--- config.mk ---
export PLATFORM = sky130hd
export DESIGN_NAME = block_mean_moving_average_peak_detect_top_flat
export DESIGN_NICKNAME = d
export VERILOG_FILES = /design/src/hdl/bmma_pkg.sv /design/src/hdl/bmma_in_if.sv /design/src/hdl/bmma_out_if.sv /design/src/hdl/bmma_ram.sv /design/src/hdl/bmma_acc.sv /design/src/hdl/block_mean_moving_average_peak_detect_top.sv /design/src/flat_wrapper.sv
export SDC_FILE = /design/constraint.sdc
export NUM_CORES = 1
export LEC_CHECK = 0
export BUFFER_PORTS_ARGS = -buffer_cell sky130_fd_sc_hd__clkbuf_2
export CORE_MARGIN = 2
export CORE_UTILIZATION = 65
export CTS_CLUSTER_SIZE = 12
export DETAILED_ROUTE_END_ITERATION = 16
export HOLD_SLACK_MARGIN = 0.05
export PLACE_DENSITY = 0.91
export REMOVE_ABC_BUFFERS = 1
export SKIP_CTS_REPAIR_TIMING = 1
export SYNTH_ARGS = -nofsm -noshare
export SYNTH_HDL_FRONTEND = slang
export SYNTH_HIERARCHICAL = 1
export SYNTH_SLANG_ARGS = --single-unit
--- constraint.sdc ---
create_clock -name clk -period 8.2 [get_ports clk]
set_clock_uncertainty 0.15 [all_clocks]
set_input_delay 0 -clock clk [delete_from_list [all_inputs] [get_ports clk]]
set_output_delay 0 -clock clk [all_outputs]
set_load 0.05 [all_outputs]
--- src/hdl/bmma_pkg.sv ---
// Package for the block mean moving average and peak-to-peak detector.
// Holds sizing constants, the divide-by-WINDOW reciprocal and shared types.
// No dependencies; the other files except bmma_ram refer to it by scoped names.
`timescale 1ns / 1ps

package bmma_pkg;

  // Sizing of the block and the averaging window
  localparam int BLOCK  = 1024;
  localparam int WINDOW = 5;

  localparam int SAMPLE_W   = 12;
  localparam int SAMPLE_MAX = 4095;
  localparam int MEAN_W     = 22;

  localparam longint unsigned SUM_MAX   = longint'(SAMPLE_MAX) * BLOCK;
  localparam longint unsigned TOTAL_MAX = SUM_MAX * WINDOW;

  localparam int SUM_W   = $clog2(SUM_MAX + 1);
  localparam int TOTAL_W = $clog2(TOTAL_MAX + 1);
  localparam int COUNT_W = (BLOCK > 1) ? $clog2(BLOCK) : 1;
  localparam int POS_W   = (WINDOW > 1) ? $clog2(WINDOW) : 1;

  // Truncating divide by WINDOW as multiply by a rounded-up reciprocal
  localparam int RECIP_SHIFT = TOTAL_W + $clog2(WINDOW);
  localparam longint unsigned RECIP =
    ((longint'(1) << RECIP_SHIFT) + WINDOW - 1) / WINDOW;
  localparam int PROD_A = 2 * TOTAL_W + 1;
  localparam int PROD_B = RECIP_SHIFT + MEAN_W;
  localparam int PROD_W = (PROD_A > PROD_B) ? PROD_A : PROD_B;

  // Finished block, registered in the cycle after its last sample
  typedef struct packed {
    logic                valid;
    logic [SUM_W-1:0]    sum;
    logic [SAMPLE_W-1:0] p2p;
  } blk_t;

endpackage

--- src/hdl/bmma_in_if.sv ---
// Sample channel: valid/ready handshake carrying one ADC sample.
// Depends on bmma_pkg for the sample width.
`timescale 1ns / 1ps

interface bmma_in_if;
  logic                          valid;
  logic                          ready;
  logic [bmma_pkg::SAMPLE_W-1:0] sample;

  modport source (output valid, output sample, input ready);
  modport sink   (input valid, input sample, output ready);
endinterface

--- src/hdl/bmma_out_if.sv ---
// Result channel: valid/ready handshake carrying moving mean and peak-to-peak.
// Depends on bmma_pkg for the field widths.
`timescale 1ns / 1ps

interface bmma_out_if;
  logic                          valid;
  logic                          ready;
  logic [bmma_pkg::MEAN_W-1:0]   moving_mean;
  logic [bmma_pkg::SAMPLE_W-1:0] peak_to_peak;

  modport source (output valid, output moving_mean, output peak_to_peak, input ready);
  modport sink   (input valid, input moving_mean, input peak_to_peak, output ready);
endinterface

--- src/hdl/bmma_ram.sv ---
// Generic simple dual-port RAM: one write port, one registered read port.
// No dependencies.
`timescale 1ns / 1ps

module bmma_ram #(
  parameter int WIDTH = 8,
  parameter int DEPTH = 4
) (
  input  logic                                       clk,
  input  logic                                       wr_en,
  input  logic [((DEPTH > 1) ? $clog2(DEPTH) : 1)-1:0] wr_addr,
  input  logic [WIDTH-1:0]                           wr_data,
  input  logic                                       rd_en,
  input  logic [((DEPTH > 1) ? $clog2(DEPTH) : 1)-1:0] rd_addr,
  output logic [WIDTH-1:0]                           rd_data
);

  logic [WIDTH-1:0] mem [DEPTH];

  always_ff @(posedge clk) begin
    if (wr_en) begin
      mem[wr_addr] <= wr_data;
    end
    if (rd_en) begin
      rd_data <= mem[rd_addr];
    end
  end

endmodule

--- src/hdl/bmma_acc.sv ---
// Per-block accumulator: running sum, minimum, maximum and sample count.
// Emits the finished block in the cycle after its last sample. Uses bmma_pkg.
`timescale 1ns / 1ps

module bmma_acc (
  input  logic                          clk,
  input  logic                          rst,
  input  logic                          take,
  input  logic [bmma_pkg::SAMPLE_W-1:0] sample,
  output logic                          at_last,
  output bmma_pkg::blk_t                blk
);

  logic [bmma_pkg::COUNT_W-1:0]  count;
  logic [bmma_pkg::SUM_W-1:0]    sum;
  logic [bmma_pkg::SAMPLE_W-1:0] run_max;
  logic [bmma_pkg::SAMPLE_W-1:0] run_min;

  logic [bmma_pkg::SUM_W-1:0]    sum_next;
  logic [bmma_pkg::SAMPLE_W-1:0] max_next;
  logic [bmma_pkg::SAMPLE_W-1:0] min_next;

  // Next sample closes the block
  assign at_last = (count == bmma_pkg::COUNT_W'(bmma_pkg::BLOCK - 1));

  assign sum_next = sum + bmma_pkg::SUM_W'(sample);
  assign max_next = (sample > run_max) ? sample : run_max;
  assign min_next = (sample < run_min) ? sample : run_min;

  // Running statistics, restarted after the last sample of each block
  always_ff @(posedge clk) begin
    if (rst) begin
      count   <= '0;
      sum     <= '0;
      run_max <= '0;
      run_min <= bmma_pkg::SAMPLE_W'(bmma_pkg::SAMPLE_MAX);
    end else if (take) begin
      if (at_last) begin
        count   <= '0;
        sum     <= '0;
        run_max <= '0;
        run_min <= bmma_pkg::SAMPLE_W'(bmma_pkg::SAMPLE_MAX);
      end else begin
        count   <= count + 1'b1;
        sum     <= sum_next;
        run_max <= max_next;
        run_min <= min_next;
      end
    end
  end

  // Finished block hand-off
  always_ff @(posedge clk) begin
    if (rst) begin
      blk.valid <= 1'b0;
    end else begin
      blk.valid <= take && at_last;
    end
    if (take && at_last) begin
      blk.sum <= sum_next;
      blk.p2p <= max_next - min_next;
    end
  end

endmodule

--- src/hdl/block_mean_moving_average_peak_detect_top.sv ---
// Block mean moving average with peak-to-peak detection: one sample per
// cycle in; one result out per BLOCK samples (1024 by default). Each result
// holds the mean of the last WINDOW (5) block means scaled by BLOCK, and the
// largest minus the smallest sample of the block just finished. Samples are
// taken every cycle; the only hold-off is on the last sample of a block,
// which waits until the previous block's result has left the two internal
// stages (the ring read-modify-write and the divide) and found room in the
// output register. A result passes the block, window total and output
// registers after the last sample of its block. The block sums sit in a
// WINDOW-entry RAM with a registered read; entries not yet written since
// reset read as zero through per-entry valid bits, so there is no clearing
// pass. Depends on bmma_pkg, bmma_in_if, bmma_out_if, bmma_ram, bmma_acc.
`timescale 1ns / 1ps

module block_mean_moving_average_peak_detect_top (
  input logic        clk,
  input logic        rst,
  bmma_in_if.sink    sample_ch,
  bmma_out_if.source result_ch
);

  logic                          take;
  logic                          at_last;
  bmma_pkg::blk_t                blk;

  logic [bmma_pkg::POS_W-1:0]    pos;
  logic [bmma_pkg::WINDOW-1:0]   entry_valid;
  logic                          old_valid;
  logic [bmma_pkg::SUM_W-1:0]    rd_data;
  logic [bmma_pkg::SUM_W-1:0]    old_sum;
  logic [bmma_pkg::TOTAL_W-1:0]  window_total;
  logic [bmma_pkg::TOTAL_W-1:0]  total_next;

  logic                          p2_valid;
  logic [bmma_pkg::SAMPLE_W-1:0] p2_p2p;
  logic [bmma_pkg::PROD_W-1:0]   prod;
  logic                          out_free;

  logic                          out_valid;
  logic [bmma_pkg::MEAN_W-1:0]   out_mean;
  logic [bmma_pkg::SAMPLE_W-1:0] out_p2p;

  // Interlock: a block end waits for the previous result to leave the ring update and divide
  assign sample_ch.ready = !at_last || (!blk.valid && !p2_valid);
  assign take            = sample_ch.valid && sample_ch.ready;

  bmma_acc u_acc (
    .clk     (clk),
    .rst     (rst),
    .take    (take),
    .sample  (sample_ch.sample),
    .at_last (at_last),
    .blk     (blk)
  );

  // Ring of block sums: read at block end, written back in the cycle after
  bmma_ram #(
    .WIDTH (bmma_pkg::SUM_W),
    .DEPTH (bmma_pkg::WINDOW)
  ) u_ring (
    .clk     (clk),
    .wr_en   (blk.valid),
    .wr_addr (pos),
    .wr_data (blk.sum),
    .rd_en   (take && at_last),
    .rd_addr (pos),
    .rd_data (rd_data)
  );

  always_ff @(posedge clk) begin
    if (take && at_last) begin
      old_valid <= entry_valid[pos];
    end
  end

  assign old_sum    = old_valid ? rd_data : '0;
  assign total_next = window_total - bmma_pkg::TOTAL_W'(old_sum)
                    + bmma_pkg::TOTAL_W'(blk.sum);

  // Window total, ring position and written-entry marks
  always_ff @(posedge clk) begin
    if (rst) begin
      window_total <= '0;
      pos          <= '0;
      entry_valid  <= '0;
    end else if (blk.valid) begin
      window_total     <= total_next;
      entry_valid[pos] <= 1'b1;
      if (pos == bmma_pkg::POS_W'(bmma_pkg::WINDOW - 1)) begin
        pos <= '0;
      end else begin
        pos <= pos + 1'b1;
      end
    end
  end

  // Divide by WINDOW: reciprocal multiply, registered into the output
  assign prod = bmma_pkg::PROD_W'(window_total)
              * bmma_pkg::PROD_W'(bmma_pkg::RECIP);
  assign out_free = !out_valid || result_ch.ready;

  always_ff @(posedge clk) begin
    if (rst) begin
      p2_valid  <= 1'b0;
      out_valid <= 1'b0;
    end else begin
      if (blk.valid) begin
        p2_valid <= 1'b1;
      end else if (p2_valid && out_free) begin
        p2_valid <= 1'b0;
      end
      if (p2_valid && out_free) begin
        out_valid <= 1'b1;
      end else if (result_ch.ready) begin
        out_valid <= 1'b0;
      end
    end
  end

  always_ff @(posedge clk) begin
    if (blk.valid) begin
      p2_p2p <= blk.p2p;
    end
    if (p2_valid && out_free) begin
      out_mean <= prod[bmma_pkg::RECIP_SHIFT +: bmma_pkg::MEAN_W];
      out_p2p  <= p2_p2p;
    end
  end

  assign result_ch.valid        = out_valid;
  assign result_ch.moving_mean  = out_mean;
  assign result_ch.peak_to_peak = out_p2p;

endmodule
--- src/flat_wrapper.sv ---
// flat-port wrapper written by rule: the top's interface ports become plain ports
module block_mean_moving_average_peak_detect_top_flat 
  (clk, rst, sample_ch_valid, sample_ch_sample, sample_ch_ready, result_ch_valid, result_ch_moving_mean, result_ch_peak_to_peak, result_ch_ready);
  bmma_in_if sample_ch_i ();
  bmma_out_if result_ch_i ();
  input logic clk;
  input logic rst;
  input wire logic [$bits(sample_ch_i.valid)-1:0] sample_ch_valid;
  input wire logic [$bits(sample_ch_i.sample)-1:0] sample_ch_sample;
  output wire logic [$bits(sample_ch_i.ready)-1:0] sample_ch_ready;
  output wire logic [$bits(result_ch_i.valid)-1:0] result_ch_valid;
  output wire logic [$bits(result_ch_i.moving_mean)-1:0] result_ch_moving_mean;
  output wire logic [$bits(result_ch_i.peak_to_peak)-1:0] result_ch_peak_to_peak;
  input wire logic [$bits(result_ch_i.ready)-1:0] result_ch_ready;
  assign sample_ch_i.valid = sample_ch_valid;
  assign sample_ch_i.sample = sample_ch_sample;
  assign sample_ch_ready = sample_ch_i.ready;
  assign result_ch_valid = result_ch_i.valid;
  assign result_ch_moving_mean = result_ch_i.moving_mean;
  assign result_ch_peak_to_peak = result_ch_i.peak_to_peak;
  assign result_ch_i.ready = result_ch_ready;
  block_mean_moving_average_peak_detect_top u_core (.clk(clk), .rst(rst), .sample_ch(sample_ch_i), .result_ch(result_ch_i));
endmodule
# Yosys cells after proc, flatten, opt, wreduce, memory -nomap -nowiden

Memories as Yosys holds them, arrays and structs flattened. A register that Yosys moved wholly into a read port is not among the register bits.
Index checks and enable logic that the tools add are counted.

Register bits after elaboration: 173
Bits in latches: 0
RAM bits: 110
Memory bits (read-only): 0
Input port bits: 16
Memories: 1

Memories:

| memory            | words | width | rd ports | clocked after Yosys merged registers in | write ports | RTL line       | RTL |
|---|---|---|---|---|---|---|---|
| u_core.u_ring.mem | 5     | 22    | 1        | 1                                       | 1           | bmma_ram.sv:18 | `logic [WIDTH-1:0] mem [DEPTH];` |

$add $sub $neg: 6
Multiply operators: 1
Div/mod/pow operators: 0
$lt $le $gt $ge: 4
Equal/unequal tests: 2
Shift-type cells: 0
Multiplexer cells: 18
Bitwise operators: 1
Reduce and logical (&&, ||, !) cells: 13

Operator list:

| cell                     | count |
|---|---|
| $mul A25 B24 Y48 const B | 1 |
| $mux W12                 | 4 |
| $mux W22                 | 2 |
| $add A25 B22 Y25         | 1 |
| $sub A25 B22 Y25         | 1 |
| $add A22 B12 Y22         | 1 |
| $gt A12 B12 Y1           | 1 |
| $lt A12 B12 Y1           | 1 |
| $sub A12 B12 Y12         | 1 |
| $add A10 B1 Y10 const B  | 1 |
| $eq A10 B10 Y1 const B   | 1 |
| $mux W10                 | 1 |
| $mux W1                  | 8 |
| $logic_and A1 B1 Y1      | 5 |
| $or A5 B5 Y5             | 1 |
| $logic_not A1 Y1         | 4 |
| $lt A3 B4 Y1 const B     | 1 |
| $reduce_bool A2 Y1       | 2 |
| $add A3 B1 Y3 const B    | 1 |
| $bmux W1 S3              | 1 |
| $demux W1 S3             | 1 |
| $eq A3 B3 Y1 const B     | 1 |
| $ge A3 B1 Y1 const B     | 1 |
| $mux W3                  | 1 |
| $logic_or A1 B1 Y1       | 2 |

# Logic depth before layout (Yosys ltp)

Word-level depth: 5
Gate-level depth with buffers: 23
Gate-level depth less buffers: 23

# By module

Netlist, hierarchy kept.

Modules (own cells, without submodules):

| module                                    | instances | cells each | area each (µm²) | sequential area each (µm²) |
|---|---|---|---|---|
| block_mean_moving_average_peak_detect_top | 1         | 1613       | 15632.5         | 2112.0 |
| bmma_acc                                  | 1         | 646        | 5718.0          | 2162.1 |
| bmma_ram                                  | 1         | 263        | 5064.9          | 3963.8 |

# Worst setup path before layout

No wires, ideal clock.

Path type: register to register
From: register u_core/window_total[3] (netlist bit)
To: register u_core.out_mean (netlist bit u_core/result_ch.moving_mean[15]), data pin
Data arrival time: 5.950 ns
Required time: 7.776 ns
Slack: 1.826 ns
Stages on the path, launching flop included: 21
Path buffers: 0
Period minus slack after synthesis: 6.374 ns
Path through: dfxtp_1 -> ha_1 -> inv_1 -> fa_1 -> inv_1 -> fa_1 -> fa_1 -> fa_1 -> fa_1 -> inv_1 -> fa_1 -> inv_1 -> ha_1 -> a21oi_1 -> o21ai_0 -> o21ba_2 -> o21ai_0 -> a41o_1 -> nor3_1 -> o41ai_1 -> xor2_1

Longest elaborated chain between the ends: 1

Ends and longest elaborated chain:

| item                      | RTL line                                         | RTL |
|---|---|---|
| from (decl)               | block_mean_moving_average_peak_detect_top.sv:31  | `logic [bmma_pkg::TOTAL_W-1:0] window_total;` |
| from (signal assigned)    | block_mean_moving_average_peak_detect_top.sv:87  | `window_total <= total_next;` |
| $mul A25 B24 Y48          | block_mean_moving_average_peak_detect_top.sv:99  | `* bmma_pkg::PROD_W'(bmma_pkg::RECIP);` |
| net u_core.prod (one bit) | block_mean_moving_average_peak_detect_top.sv:36  | `logic [bmma_pkg::PROD_W-1:0] prod;` |
| to (signal assigned)      | block_mean_moving_average_peak_detect_top.sv:125 | `out_mean <= prod[bmma_pkg::RECIP_SHIFT +: bmma_pkg::MEAN_W];` |
| to (decl)                 | block_mean_moving_average_peak_detect_top.sv:40  | `logic [bmma_pkg::MEAN_W-1:0] out_mean;` |

The timed path passes the listed nets, and every way through them passes these cells.
A chain may end at the register's enable or synchronous reset.

# Worst setup path after layout

From: register u_core/window_total[4] (netlist bit)
To: register u_core.out_mean (netlist bit u_core/result_ch.moving_mean[15]), data pin

The elaborated chain is that of the path after synthesis.

==> impl_metrics.csv <==
group,metric,value,unit
run_status,run_status,"finished, final reports clean",
synth,yosysUniqueCellTypes,91,
finish,fin_area,28500,sq um
route,totalWireLength,65500,um
route,antenna_left,0,
finish,final_nets,3179,
route,wl_met2,32800,um
placed_design,place_area,27200,sq um
synth,synth_top_area_frac,0.242,
power,p_leak,13.6,nW
sta,final.period_utilization,0.872,
global_routing,antenna_found_initial,0,
floorplanning,die_w,206,um
route,wl_per_cell,20.9,um
floorplanning,core,39900,sq um
sta,setup_slack,1050,ps
route,drc,0,
floorplanning,fp.dieArea,42300,sq um
finish,drive_gt1_frac,0.0694,
sta,worst_pin_slew,1250,ps
placed_design,dp_slack,925,ps
job,max_cap_viol_count,0,
sta,max_freq,140,MHz
floorplanning,start_util,0.662,
placed_design,dpl.cell_count,3053,
cts,root_buffer,"clkbuf_16",
power,peakVddDrop,0.338,mV
synth,synthTopCellsByArea,"edfxtp_1, fa_1, ha_1",
sta,tns,0,ps
route,drt_iter0_drc,1272,
floorplanning,num_rows,73,
synth,syn_area_per_cell,10.5,sq um
route,vias,18800,
route,drtPass1Iterations,6,
floorplanning,io_pins,52,
sta,fin_crit,7150,ps
route,wl_met3,4090,um
global_routing,grt_max_degree,78,
finish,fin_cells,3132,
hold_path,hold_class,"in -> reg",
route,top_layer,"met4",
synth,ys_ff_latch,305,
sta,rsz0062_at_grt,"no",
critical_path,start_kind,"register",
route,wl_met1,25500,um
cts,cts_tree,"done",
route,viasPerCell,5.99,
sta,setup_viol,0,
floorplanning,die_h,206,um
synth,async_flop_share,0,
cts,clk_latency,560,ps
synth,synth-main-ff-cell,"edfxtp_1",
sta,slew_violations,0,
power,power.density,125,nW/um^2
critical_path,path_max_fanout,11,
critical_path,end_kind,"register",
synth,synth-edff-count,213,
critical_path,worst_ep_required_time,8340,ps
synth,synth_area_leader_cell,"edfxtp_1",
critical_path,worst-setup-path-type,"reg -> reg",
cts,cts_sinks,305,
placed_design,gp_congestion,0.957,
cts,clockBufferDepth,3,
placed_design,io_buffers,51,
global_routing,grt_use_total,0.320,
placed_design,dp_hpwl,49600,um
synth,synth-seq-area-share,0.312,
global_routing,grt_overflow,0,
global_routing,grt_pass1_vias,19600,
finish,areaGrowthSynthToFinish,7.73,%
cts,clk_pin_slew,60,ps
synth,netlist_area,26400,sq um
cts,htreeDepth,2,
critical_path,critical_path_arrival,7290,ps
finish,diodes,0,
synth,synth_warnings,6,
sta,finalHoldViolations,0,
synth,netlist_instances,2522,
cts,cts_made_buffers,35,
global_routing,grt_pass1_wl,104000,um
sta,timing.slew.headroom,0.168,
-- sequential cells by signal, summed over array words and instances, names as in the netlist, 12 cells and up --
signal                         cells
u_core/u_acc/run_min              12
u_core/p2_p2p                     12
u_core/window_total               25
u_core/u_ring/mem                110
u_core/u_acc/sum                  22
u_core/u_acc/run_max              12
u_core/u_acc/blk                  35
u_core/u_ring/rd_data             22
u_core/result_ch.peak_to_peak     12
u_core/result_ch.moving_mean      22
-- synth_stat cells (10+ instances only) --
cell type	instances
a211oi_1	39
a21o_1	35
a21oi_1	102
a221oi_2	22
a22oi_1	20
a31oi_1	19
and2_1	34
and3_1	15
clkbuf_1	40
dfxtp_1	92
edfxtp_1	213
fa_1	253
ha_1	330
inv_1	564
mux2i_1	43
nand2_1	99
nand2b_1	12
nand3_1	35
nand4_1	16
nor2_1	123
nor2b_1	37
nor3_1	23
o211ai_1	10
o21a_1	12
o21ai_0	79
o31ai_1	12
or3_1	16
xnor2_1	50
xor2_1	30
-- report_power, final --
group	internal [W]	total, W	switching, W	leakage [nW]
clock network	0.000856	0.00152	0.000661	0.520
registers	0.00166	0.00168	0.0000176	2.76
logic	0.000139	0.000369	0.000229	10.3
-- cells by family after synthesis --
kind of cell	share of synthesized area
fa+ha+maj	0.348
simple gates	0.0854
compound gates	0.118
buf+inv	0.0926
mux	0.0176
flops	0.312
xor+xnor	0.0265
-- final timing paths --
path / from / to / slack (ps) / depth (start not counted)
max: u_core/window_total[4] / u_core/result_ch.moving_mean[15] / 1050 / 20
min: sample_ch_sample[1] / u_core/u_acc/blk[13] / 30 / 4
max reg2reg: u_core/window_total[4] / u_core/result_ch.moving_mean[15] / 1050 / 20
min reg2reg: u_core/u_acc/blk[10] / u_core/p2_p2p[10] / 270 / 0
-- through the flow --
stage	total power (W)	utilization	hold slack, ps
after floorplan	0.00196	-	-80.9
after global routing	0.00367	0.713	46.9
after global placement	0.00204	0.682	190
after detailed placement	0.00206	0.682	213
final	0.00356	0.713	29.1
after CTS	0.00357	0.709	-355
-- worst max-delay path: stages (launching register included) --
cell and delay, ps:
dfxtp_1 660, ha_1 380, xor2_1 470, ha_1 350, fa_1 540, inv_1 60, fa_1 540, inv_1 60
fa_1 500, fa_1 550, inv_1 50, fa_1 530, inv_1 40, ha_1 380, nand2_1 140, nor3_1 190
o21ai_0 120, a311oi_1 380, nor3_1 230, o41ai_1 450, xor2_1 120
-- cells in the final DEF (no fill, tap or decap), drive strengths merged, types with 27 or more instances in the layout --
cell	n
inv	565
ha	330
fa	253
edfxtp	213
nor2	123
a21oi	103
clkbuf	103
nand2	99
dfxtp	92
o21ai	82
xnor2	50
mux2i	44
a211oi	41
nor2b	38
a21o	35
nand3	35
and2	34
xor2	30
a221oi	27
-- layout make-up --
type | count | area [sq um]
Tap cell | 525 | 657
Fill cell | 2739 | 11500
Multi-Input combinational cell | 1589 | 15800
Clock buffer | 52 | 960
Sequential cell | 305 | 8240
Clock inverter | 12 | 139
Inverter | 565 | 2120
Timing Repair Buffer | 84 | 541
-- per-layer routing --
metal	GRT usage	vias up
met1	0.390	9143
met4	0.144	0
met3	0.0474	208
li1	-	8592
met5	0	-
met2	0.562	812
Note: power is estimated with default switching activity, not from simulation.
